**config.mk**
```make
export PLATFORM = sky130hd
export DESIGN_NAME = scrolling_text_matrix_top
export DESIGN_NICKNAME = d
export VERILOG_FILES = /design/src/stm_pkg.sv /design/src/stm_front.sv /design/src/stm_queue.sv /design/src/stm_back.sv /design/src/scrolling_text_matrix_top.sv
export SDC_FILE = /design/constraint.sdc
export NUM_CORES = 1
export LEC_CHECK = 0
export BUFFER_PORTS_ARGS = -buffer_cell sky130_fd_sc_hd__buf_4
export CAP_MARGIN = 20
export CORE_ASPECT_RATIO = 1.75
export CORE_UTILIZATION = 59
export DETAILED_ROUTE_END_ITERATION = 8
export GPL_TIMING_DRIVEN = 1
export PLACE_DENSITY = 0.81
export SYNTH_ARGS = -nofsm -noshare
export SYNTH_HDL_FRONTEND = slang
export SYNTH_SLANG_ARGS = --single-unit
```
**constraint.sdc**
```tcl
create_clock -name clk_i -period 3.5 [get_ports clk_i]
set_clock_uncertainty 0.05 [all_clocks]
set_input_delay 1.05 -clock clk_i [delete_from_list [all_inputs] [get_ports clk_i]]
set_output_delay 1.05 -clock clk_i [all_outputs]
set_load 0.02 [all_outputs]
```
**src/stm_pkg.sv**
```systemverilog
// Shared types and constants of the scrolling text matrix block.
`default_nettype none
package stm_pkg;

  // Display geometry.
  localparam int ROWS         = 5;
  localparam int VISIBLE_COLS = 11;
  localparam int BUFFER_COLS  = 5;
  localparam int STORE_COLS   = (VISIBLE_COLS + BUFFER_COLS) > 16 ? 16
                                : (VISIBLE_COLS + BUFFER_COLS);

  // Glyph and scan word layout.
  localparam int GLYPH_SIZE   = 5;
  localparam int GLYPH_BITS_W = GLYPH_SIZE * GLYPH_SIZE;
  localparam int WORD_W       = 16;
  localparam int ROW_BIT_TOP  = 4;
  localparam int COL_BIT_TOP  = 15;
  localparam int WIDTH_W      = 3;
  localparam int PERIOD_W     = 16;
  localparam int SHIFTS_W     = 3;

  // Word counter inside one tick: ROWS scan words and one trailing word.
  localparam int IDX_W  = $clog2(ROWS + 1);
  localparam int RSEL_W = (ROWS > 1) ? $clog2(ROWS) : 1;

  // Configuration registers.
  localparam int CFG_IDX_W = 1;
  localparam logic [CFG_IDX_W-1:0] REG_SHIFT_PERIOD = 1'b0;
  localparam logic [CFG_IDX_W-1:0] REG_IDLE_WORD    = 1'b1;
  localparam int PADDR_W = 3;
  localparam int PDATA_W = 32;

  typedef logic [STORE_COLS-1:0] store_row_t;

  typedef struct packed {
    logic [GLYPH_BITS_W-1:0] glyph_bits;
    logic                    glyph_valid;
  } in_item_t;

  typedef struct packed {
    logic [WORD_W-1:0]  row_word;
    logic               last_word;
    logic               glyph_taken;
    logic [WIDTH_W-1:0] glyph_width;
    logic               message_end;
  } out_item_t;

  // One classified tick, handed from the front end to the back end.
  typedef struct packed {
    logic [GLYPH_BITS_W-1:0] glyph_bits;
    logic                    glyph_valid;
    logic                    step_now;
    logic [WIDTH_W-1:0]      glyph_width;
  } tick_t;

endpackage
`default_nettype wire

```
**src/stm_front.sv**
```systemverilog
// Front end: tick phase counter and glyph width classification.
`default_nettype none
module stm_front import stm_pkg::*; (
  input  wire logic                clk_i,
  input  wire logic                rst_ni,
  input  wire logic                accept_i,
  input  wire in_item_t            item_i,
  input  wire logic [PERIOD_W-1:0] shift_period_i,
  output tick_t                    tick_o
);

  logic [PERIOD_W-1:0] phase_q, phase_d;
  logic [PERIOD_W-1:0] period;
  logic [PERIOD_W:0]   phase_inc;
  logic                step_now;
  logic [GLYPH_SIZE-1:0] any_col;
  logic [WIDTH_W-1:0]  gw;

  always_comb begin
    period    = (shift_period_i == '0) ? PERIOD_W'(1) : shift_period_i;
    phase_inc = {1'b0, phase_q} + (PERIOD_W+1)'(1);
    step_now  = phase_inc >= {1'b0, period};
    phase_d   = step_now ? '0 : phase_inc[PERIOD_W-1:0];
  end

  // Width is the highest lit column of any row plus one, and at least one.
  always_comb begin
    any_col = '0;
    for (int r = 0; r < GLYPH_SIZE; r++) begin
      any_col = any_col | item_i.glyph_bits[GLYPH_BITS_W-GLYPH_SIZE*(r+1) +: GLYPH_SIZE];
    end
    gw = WIDTH_W'(1);
    for (int c = 0; c < GLYPH_SIZE; c++) begin
      if (any_col[c]) begin
        gw = WIDTH_W'(c + 1);
      end
    end
  end

  always_comb begin
    tick_o.glyph_bits  = item_i.glyph_bits;
    tick_o.glyph_valid = item_i.glyph_valid;
    tick_o.step_now    = step_now;
    tick_o.glyph_width = gw;
  end

  always_ff @(posedge clk_i or negedge rst_ni) begin
    if (!rst_ni) begin
      phase_q <= '0;
    end else if (accept_i) begin
      phase_q <= phase_d;
    end
  end

endmodule
`default_nettype wire

```
**src/stm_queue.sv**
```systemverilog
// Two-entry queue of classified ticks between front end and back end.
`default_nettype none
module stm_queue import stm_pkg::*; (
  input  wire logic  clk_i,
  input  wire logic  rst_ni,
  input  wire logic  wr_i,
  input  wire tick_t wr_data_i,
  output logic       full_o,
  input  wire logic  rd_i,
  output tick_t      rd_data_o,
  output logic       empty_o
);

  tick_t      mem_q [2];
  logic       wr_ptr_q, rd_ptr_q;
  logic [1:0] count_q;

  assign full_o    = count_q == 2'd2;
  assign empty_o   = count_q == 2'd0;
  assign rd_data_o = mem_q[rd_ptr_q];

  always_ff @(posedge clk_i) begin
    if (wr_i) begin
      mem_q[wr_ptr_q] <= wr_data_i;
    end
  end

  always_ff @(posedge clk_i or negedge rst_ni) begin
    if (!rst_ni) begin
      wr_ptr_q <= 1'b0;
      rd_ptr_q <= 1'b0;
      count_q  <= 2'd0;
    end else begin
      if (wr_i) begin
        wr_ptr_q <= ~wr_ptr_q;
      end
      if (rd_i) begin
        rd_ptr_q <= ~rd_ptr_q;
      end
      if (wr_i && !rd_i) begin
        count_q <= count_q + 2'd1;
      end else if (rd_i && !wr_i) begin
        count_q <= count_q - 2'd1;
      end
    end
  end

endmodule
`default_nettype wire

```
**src/stm_back.sv**
```systemverilog
// Back end: pixel store, scan word generation, scroll and glyph write.
`default_nettype none
module stm_back import stm_pkg::*; (
  input  wire logic              clk_i,
  input  wire logic              rst_ni,
  input  wire tick_t             tick_i,
  input  wire logic              tick_empty_i,
  output logic                   tick_rd_o,
  input  wire logic [WORD_W-1:0] idle_word_i,
  output out_item_t              out_o,
  output logic                   out_empty_o,
  input  wire logic              out_pop_i
);

  store_row_t rows_q [ROWS];
  store_row_t rows_d [ROWS];
  store_row_t rot    [ROWS];
  store_row_t gdat   [ROWS];
  store_row_t wmask;
  store_row_t cur_row;
  logic [IDX_W-1:0]    idx_q;
  logic [RSEL_W-1:0]   rsel;
  logic [SHIFTS_W-1:0] sd_q, sd_inc;
  logic                out_valid_q;
  out_item_t           out_q, out_d;
  logic                advance, at_last, step_eff, take;
  logic [WORD_W-1:0]   scan_word, clr_mask;
  logic [GLYPH_SIZE-1:0] grow;

  assign at_last     = idx_q == IDX_W'(ROWS);
  assign advance     = !tick_empty_i && (!out_valid_q || out_pop_i);
  assign tick_rd_o   = advance && at_last;
  assign out_o       = out_q;
  assign out_empty_o = !out_valid_q;

  // Scan word of the row under the word counter.
  always_comb begin
    rsel    = at_last ? '0 : idx_q[RSEL_W-1:0];
    cur_row = rows_q[rsel];
    clr_mask = '0;
    for (int c = 0; c < VISIBLE_COLS; c++) begin
      clr_mask[COL_BIT_TOP-c] = cur_row[c];
    end
    scan_word = idle_word_i & ~clr_mask;
    if (|cur_row[VISIBLE_COLS-1:0]) begin
      scan_word[4'(ROW_BIT_TOP) - 4'(rsel)] = 1'b1;
    end
  end

  // Store update at the end of the tick: rotate, then write the glyph.
  always_comb begin
    step_eff = tick_i.glyph_valid && tick_i.step_now;
    sd_inc   = step_eff ? sd_q + SHIFTS_W'(1) : sd_q;
    take     = tick_i.glyph_valid && (sd_inc >= tick_i.glyph_width);
    wmask    = '0;
    for (int c = 0; c < GLYPH_SIZE; c++) begin
      if ((VISIBLE_COLS - 1 + c) < STORE_COLS) begin
        wmask[VISIBLE_COLS-1+c] =
          ({1'b0, 3'(c)} + {1'b0, tick_i.glyph_width}) >= 4'(GLYPH_SIZE);
      end
    end
    for (int r = 0; r < ROWS; r++) begin
      rot[r]  = step_eff ? {rows_q[r][0], rows_q[r][STORE_COLS-1:1]} : rows_q[r];
      grow    = tick_i.glyph_bits[GLYPH_BITS_W-GLYPH_SIZE*(r+1) +: GLYPH_SIZE];
      gdat[r] = '0;
      for (int c = 0; c < GLYPH_SIZE; c++) begin
        if ((VISIBLE_COLS - 1 + c) < STORE_COLS) begin
          gdat[r][VISIBLE_COLS-1+c] = grow[GLYPH_SIZE-1-c];
        end
      end
      rows_d[r] = take ? ((rot[r] & ~wmask) | (gdat[r] & wmask)) : rot[r];
    end
  end

  always_comb begin
    out_d.row_word    = at_last ? idle_word_i : scan_word;
    out_d.last_word   = at_last;
    out_d.glyph_taken = at_last && take;
    out_d.glyph_width = (at_last && take) ? tick_i.glyph_width : '0;
    out_d.message_end = at_last && !tick_i.glyph_valid;
  end

  always_ff @(posedge clk_i) begin
    if (advance) begin
      out_q <= out_d;
    end
  end

  always_ff @(posedge clk_i or negedge rst_ni) begin
    if (!rst_ni) begin
      idx_q       <= '0;
      sd_q        <= '0;
      out_valid_q <= 1'b0;
      for (int r = 0; r < ROWS; r++) begin
        rows_q[r] <= '0;
      end
    end else begin
      if (advance) begin
        out_valid_q <= 1'b1;
      end else if (out_pop_i) begin
        out_valid_q <= 1'b0;
      end
      if (advance) begin
        if (at_last) begin
          idx_q <= '0;
          sd_q  <= take ? '0 : sd_inc;
          for (int r = 0; r < ROWS; r++) begin
            rows_q[r] <= rows_d[r];
          end
        end else begin
          idx_q <= idx_q + IDX_W'(1);
        end
      end
    end
  end

endmodule
`default_nettype wire

```
**src/scrolling_text_matrix_top.sv**
```systemverilog
// Top level of the scrolling text matrix: configuration registers and wiring.
`default_nettype none
// Each transfer pushed into this block is one display tick carrying a 5x5 glyph
// or an end-of-message mark (glyph_valid low). For every tick the block delivers
// six result transfers: five row scan words built from the visible part of the
// pixel store as it stood before the tick, then the idle word with last_word set,
// which also reports whether the glyph was taken (and its width) and whether an
// end mark was seen. Scrolling and the glyph write take effect after the last
// word has been produced, so they show in the next tick's scan words. The
// sustained tick rate is set by the back end, which loads one scan word per
// cycle into its output register while that register is empty or being popped;
// the first scan word of a tick passes through the queue and then the output
// register. A front end keeps the tick phase and measures the glyph width
// at push time and hands the tick to the back end through a two-entry queue. The
// tick being scanned stays in that queue until its last word is loaded, so the
// queue holds that tick and at most one more waiting behind it while the
// consumer stalls. shift_period (address 0) and idle_word (address 4) should be
// written only while the block is idle; a shift_period of zero acts as one.
module scrolling_text_matrix_top import stm_pkg::*; (
  input  wire logic               clk_i,
  input  wire logic               rst_ni,
  // Tick input queue side.
  input  wire logic               push,
  output logic                    full,
  input  wire in_item_t           in_data_i,
  // Result queue side.
  output logic                    empty,
  input  wire logic               pop,
  output out_item_t               out_data_o,
  // Configuration port.
  input  wire logic               psel,
  input  wire logic               penable,
  input  wire logic               pwrite,
  input  wire logic [PADDR_W-1:0] paddr,
  input  wire logic [PDATA_W-1:0] pwdata,
  output logic [PDATA_W-1:0]      prdata,
  output logic                    pready
);

  logic [PERIOD_W-1:0] shift_period_q;
  logic [WORD_W-1:0]   idle_word_q;
  logic [CFG_IDX_W-1:0] cfg_idx;
  logic                cfg_wr;
  logic                in_accept;
  tick_t               tick_wr, tick_rd;
  logic                q_full, q_empty, q_rd;

  // Configuration registers sit on word addresses; every access completes at once.
  assign pready  = 1'b1;
  assign cfg_idx = paddr[2 +: CFG_IDX_W];
  assign cfg_wr  = psel && penable && pwrite && pready;

  always_comb begin
    case (cfg_idx)
      REG_SHIFT_PERIOD: prdata = {{(PDATA_W-PERIOD_W){1'b0}}, shift_period_q};
      REG_IDLE_WORD:    prdata = {{(PDATA_W-WORD_W){1'b0}}, idle_word_q};
      default:          prdata = '0;
    endcase
  end

  always_ff @(posedge clk_i or negedge rst_ni) begin
    if (!rst_ni) begin
      shift_period_q <= PERIOD_W'(1);
      idle_word_q    <= WORD_W'(16'hFFE0);
    end else if (cfg_wr) begin
      case (cfg_idx)
        REG_SHIFT_PERIOD: shift_period_q <= pwdata[PERIOD_W-1:0];
        REG_IDLE_WORD:    idle_word_q    <= pwdata[WORD_W-1:0];
        default:          ;
      endcase
    end
  end

  // A tick is taken whenever the queue to the back end has room.
  assign full      = q_full;
  assign in_accept = push && !q_full;

  stm_front u_front (
    .clk_i          (clk_i),
    .rst_ni         (rst_ni),
    .accept_i       (in_accept),
    .item_i         (in_data_i),
    .shift_period_i (shift_period_q),
    .tick_o         (tick_wr)
  );

  stm_queue u_queue (
    .clk_i     (clk_i),
    .rst_ni    (rst_ni),
    .wr_i      (in_accept),
    .wr_data_i (tick_wr),
    .full_o    (q_full),
    .rd_i      (q_rd),
    .rd_data_o (tick_rd),
    .empty_o   (q_empty)
  );

  // The back end's output register is the result queue's head.
  stm_back u_back (
    .clk_i        (clk_i),
    .rst_ni       (rst_ni),
    .tick_i       (tick_rd),
    .tick_empty_i (q_empty),
    .tick_rd_o    (q_rd),
    .idle_word_i  (idle_word_q),
    .out_o        (out_data_o),
    .out_empty_o  (empty),
    .out_pop_i    (pop)
  );

endmodule
`default_nettype wire
```
==> impl_metrics.tcl <==
set metrics [dict create \
    synth-compound-area-share 0.103 \
    grtUsageTotal 0.272 \
    power.density_mw_per_mm2 703 \
    drc 0 \
    cts_root_buf "clkbuf_16" \
    grt_pass1_vias 7745 \
    gp_congestion 0.877 \
    r2r-start "u_front.phase_q[1]" \
    grt_overflow 0 \
    ios 125 \
    setup_viol 0 \
    slew_headroom 0.397 \
    synth_simple_gate_area_share 0.151 \
    slew_viol_final 0 \
    maxCapViolations 0 \
    h-tree-depth 1 \
    synthesis.area_mm2 0.0106 \
    antenna_found_initial 0 \
    tns_ns 0 \
    finalCritPeriodShare 0.954 \
    initial_utilization 0.603 \
    critPathArrivalTime_ns 3.71 \
    n_antenna_cell 0 \
    layout_min_cycle_time_ns 3.34 \
    num_rows 64 \
    rsz0062_at_grt "no" \
    via_per_inst 5.83 \
    syn_area_per_cell_um2 10.8 \
    cts_tree "done" \
    fin_hold_ws_ns 0.428 \
    synth_flop_cell "dfrtp_1" \
    coreArea_mm2 0.0175 \
    synthToLayoutAreaGrowth_pct 14.7 \
    r2r-end "u_front.phase_q[5]" \
    met1_usage 0.306 \
    io_buffers 89 \
    cp.required_ns 3.87 \
    grt_pass1_wl_um 38500 \
    ir_worst_vdd_v 0.000501 \
    fmax_mhz 299 \
    critPathMaxFanout 5 \
    dieArea_mm2 0.0185 \
    ys_types 68 \
    wl_um 24100 \
    layout-drive-gt1-share 0.206 \
    dp_hpwl_um 17100 \
    power_leakage_uw 0.00558 \
    worst_slew_pin_slew_ns 0.899 \
    grt_max_degree 59 \
    outcome "complete, no violations" \
    routed-via-count 7681 \
    cp-start-kind "register" \
    synthXorXnorAreaFrac 0.0174 \
    synth_edf_count 82 \
    hold_path.class "in -> async" \
    clock-sinks 221 \
    synthMuxAreaShare 0.0897 \
    postRouteAntennaNets 0 \
    yosys_warnings 0 \
    reg2reg_depth 13 \
    drtIter0Drc 610 \
    numCtsBuffers 22 \
    wire_per_inst_um 18.3 \
    worstSkewPairLatency_ns 0.51 \
    die_w_um 103 \
    synth_top_family_by_area "simple AND/OR/NAND/NOR gates" \
    endpoint_kind "register" \
    met2_usage 0.493 \
    finalPower_uw 8540 \
    final_nets 1164 \
    grt_util_met3 0.0308 \
    dp_cells 1278 \
    async_flop_share 0.629 \
    netlist_instances 977 \
    ys_seq_elements 221 \
    cts.clk_slew.worst_paths_ns 0.06 \
    die_h_um 179 \
    hold_viol 0 \
    clockBufferDepth 3 \
    drt_first_pass_iters 5 \
    grt.busiest_layer "met2" \
    critPathKind "reg -> reg" \
    yosysSeqAreaShare 0.563 \
    regToRegSetupSlack_ns 0.16 \
    layoutNonFillerInstCount 1318 \
    synth_fa_ha_area_frac 0.0296 \
]
-- routing by layer --
| layer | wire (um) | part of all wire |
|---|---|---|
| met1 | 8780 | 0.36 |
| met2 | 13100 | 0.54 |
| met3 | 1020 | 0.042 |
| met4 | 1280 | 0.053 |
| met5 | 0 | 0 |
-- critical path: stages, from the launching register on --
cell	delay [ns]
dfrtp_1	0.41
ha_1	0.27
nand4_1	0.22
buf_4	0.21
nor2_1	0.17
nand3_1	0.15
xnor2_2	0.17
ha_1	0.33
a21oi_1	0.18
o21ai_0	0.18
o41ai_4	0.31
buf_4	0.19
nand3_1	0.17
o22ai_1	0.23
-- placed cells by master, fill, tap and decap left out, drive strengths merged, types with 27 or more instances in the layout --
master and instances:
o21ai 42, nand2 254, mux2i 43, mux2 46, edfxtp 82, dfrtp 127
buf 115, clkbuf 27, inv 39, nor2 32
-- synth_stat cells (4+ instances only) --
cell type  instances  area share
nand2_1          254       0.090
dfrtp_1          127        0.30
edfxtp_1          82        0.23
mux2_2            44       0.047
mux2i_1           43       0.041
inv_1             39       0.014
o21ai_0           39       0.018
nor2_1            32       0.011
ha_1              25       0.030
a21oi_1           21      0.0099
clkbuf_1          21      0.0075
buf_4             20       0.014
nand3_1           19      0.0090
a22o_1            16       0.013
buf_2             13      0.0062
dfstp_2           12       0.030
xnor2_1           12      0.0099
nand4_1           10      0.0059
a31oi_1            9      0.0053
xor2_1             9      0.0075
a21o_1             7      0.0050
nor3_1             7      0.0033
o221a_2            7      0.0075
nand2b_1           6      0.0035
nand3b_1           6      0.0043
a21boi_0           5      0.0035
o22ai_1            5      0.0030
a311o_1            4      0.0038
a32oi_1            4      0.0033
and2_1             4      0.0024
and3_1             4      0.0024
buf_1              4      0.0014
nor2b_1            4      0.0024
nor4_1             4      0.0024
o311ai_1           4      0.0033
or4_1              4      0.0028
-- state kept, by name, indices dropped and copies added, names as in the netlist --
register            flops
u_back.rows_q          80
u_queue.mem_q          60
u_back.out_o           22
idle_word_q            16
shift_period_q         16
u_front.phase_q        16
u_back.idx_q            3
u_back.sd_q             3
u_queue.count_q         2
u_back.out_valid_q      1
u_queue.rd_ptr_q        1
u_queue.wr_ptr_q        1
-- where the power goes --
| part | internal, uW | switching (uW) | leakage (uW) | total (uW) |
|---|---|---|---|---|
| clock | 1170 | 987 | 0.000321 | 2150 |
| sequential | 3330 | 385 | 0.00257 | 3710 |
| combinational | 1090 | 1580 | 0.00269 | 2670 |
| total | 5590 | 2950 | 0.00558 | 8540 |
-- how the worst max path moves through the flow --
stage,to,start,slack [ns]
after floorplan,u_queue.mem_q[0][0],push,0.26
after global placement,u_queue.mem_q[0][3],u_front.phase_q[1],0.20
after detailed placement,u_queue.mem_q[1][3],u_front.phase_q[1],0.13
after CTS,u_front.phase_q[3],u_front.phase_q[1],0.1
after global routing,u_front.phase_q[2],u_front.phase_q[1],0.007
final,u_front.phase_q[5],u_front.phase_q[1],0.16
-- logic make-up after synthesis --
group	after synthesis
XOR/XNOR	21
flip-flops	221
AO/OA/AOI/OAI	152
adder cells (fa/ha/maj)	25
buffers and inverters	100
multiplexers	89
other	2
AND/OR/NAND/NOR	367
-- stage by stage --
stage,instance area (um2),util,setup WS [ns]
3_5_place_dp,11500,0.654,0.133
6_report,12100,0.692,0.161
2_1_floorplan,10600,-,0.258
5_1_grt,12100,0.692,0.00678
4_1_cts,12100,0.691,0.0974
3_3_place_gp,11500,0.654,0.196
-- final cells by class --
type,instances,area [um2]
clock buffer,27,569
tap,231,289
inverter,40,150
multi-input combinational,671,4210
timing repair buffer,115,880
fill,1298,5400
clock inverter,13,82.6
sequential,221,5960
-- repair_timing --
item,CTS,global route
setup endpoints to repair,0,14
resized for setup,0,4
buffers inserted,0,0
hold buffers,0,0
No activity file was read; power rests on OpenSTA's default activity.
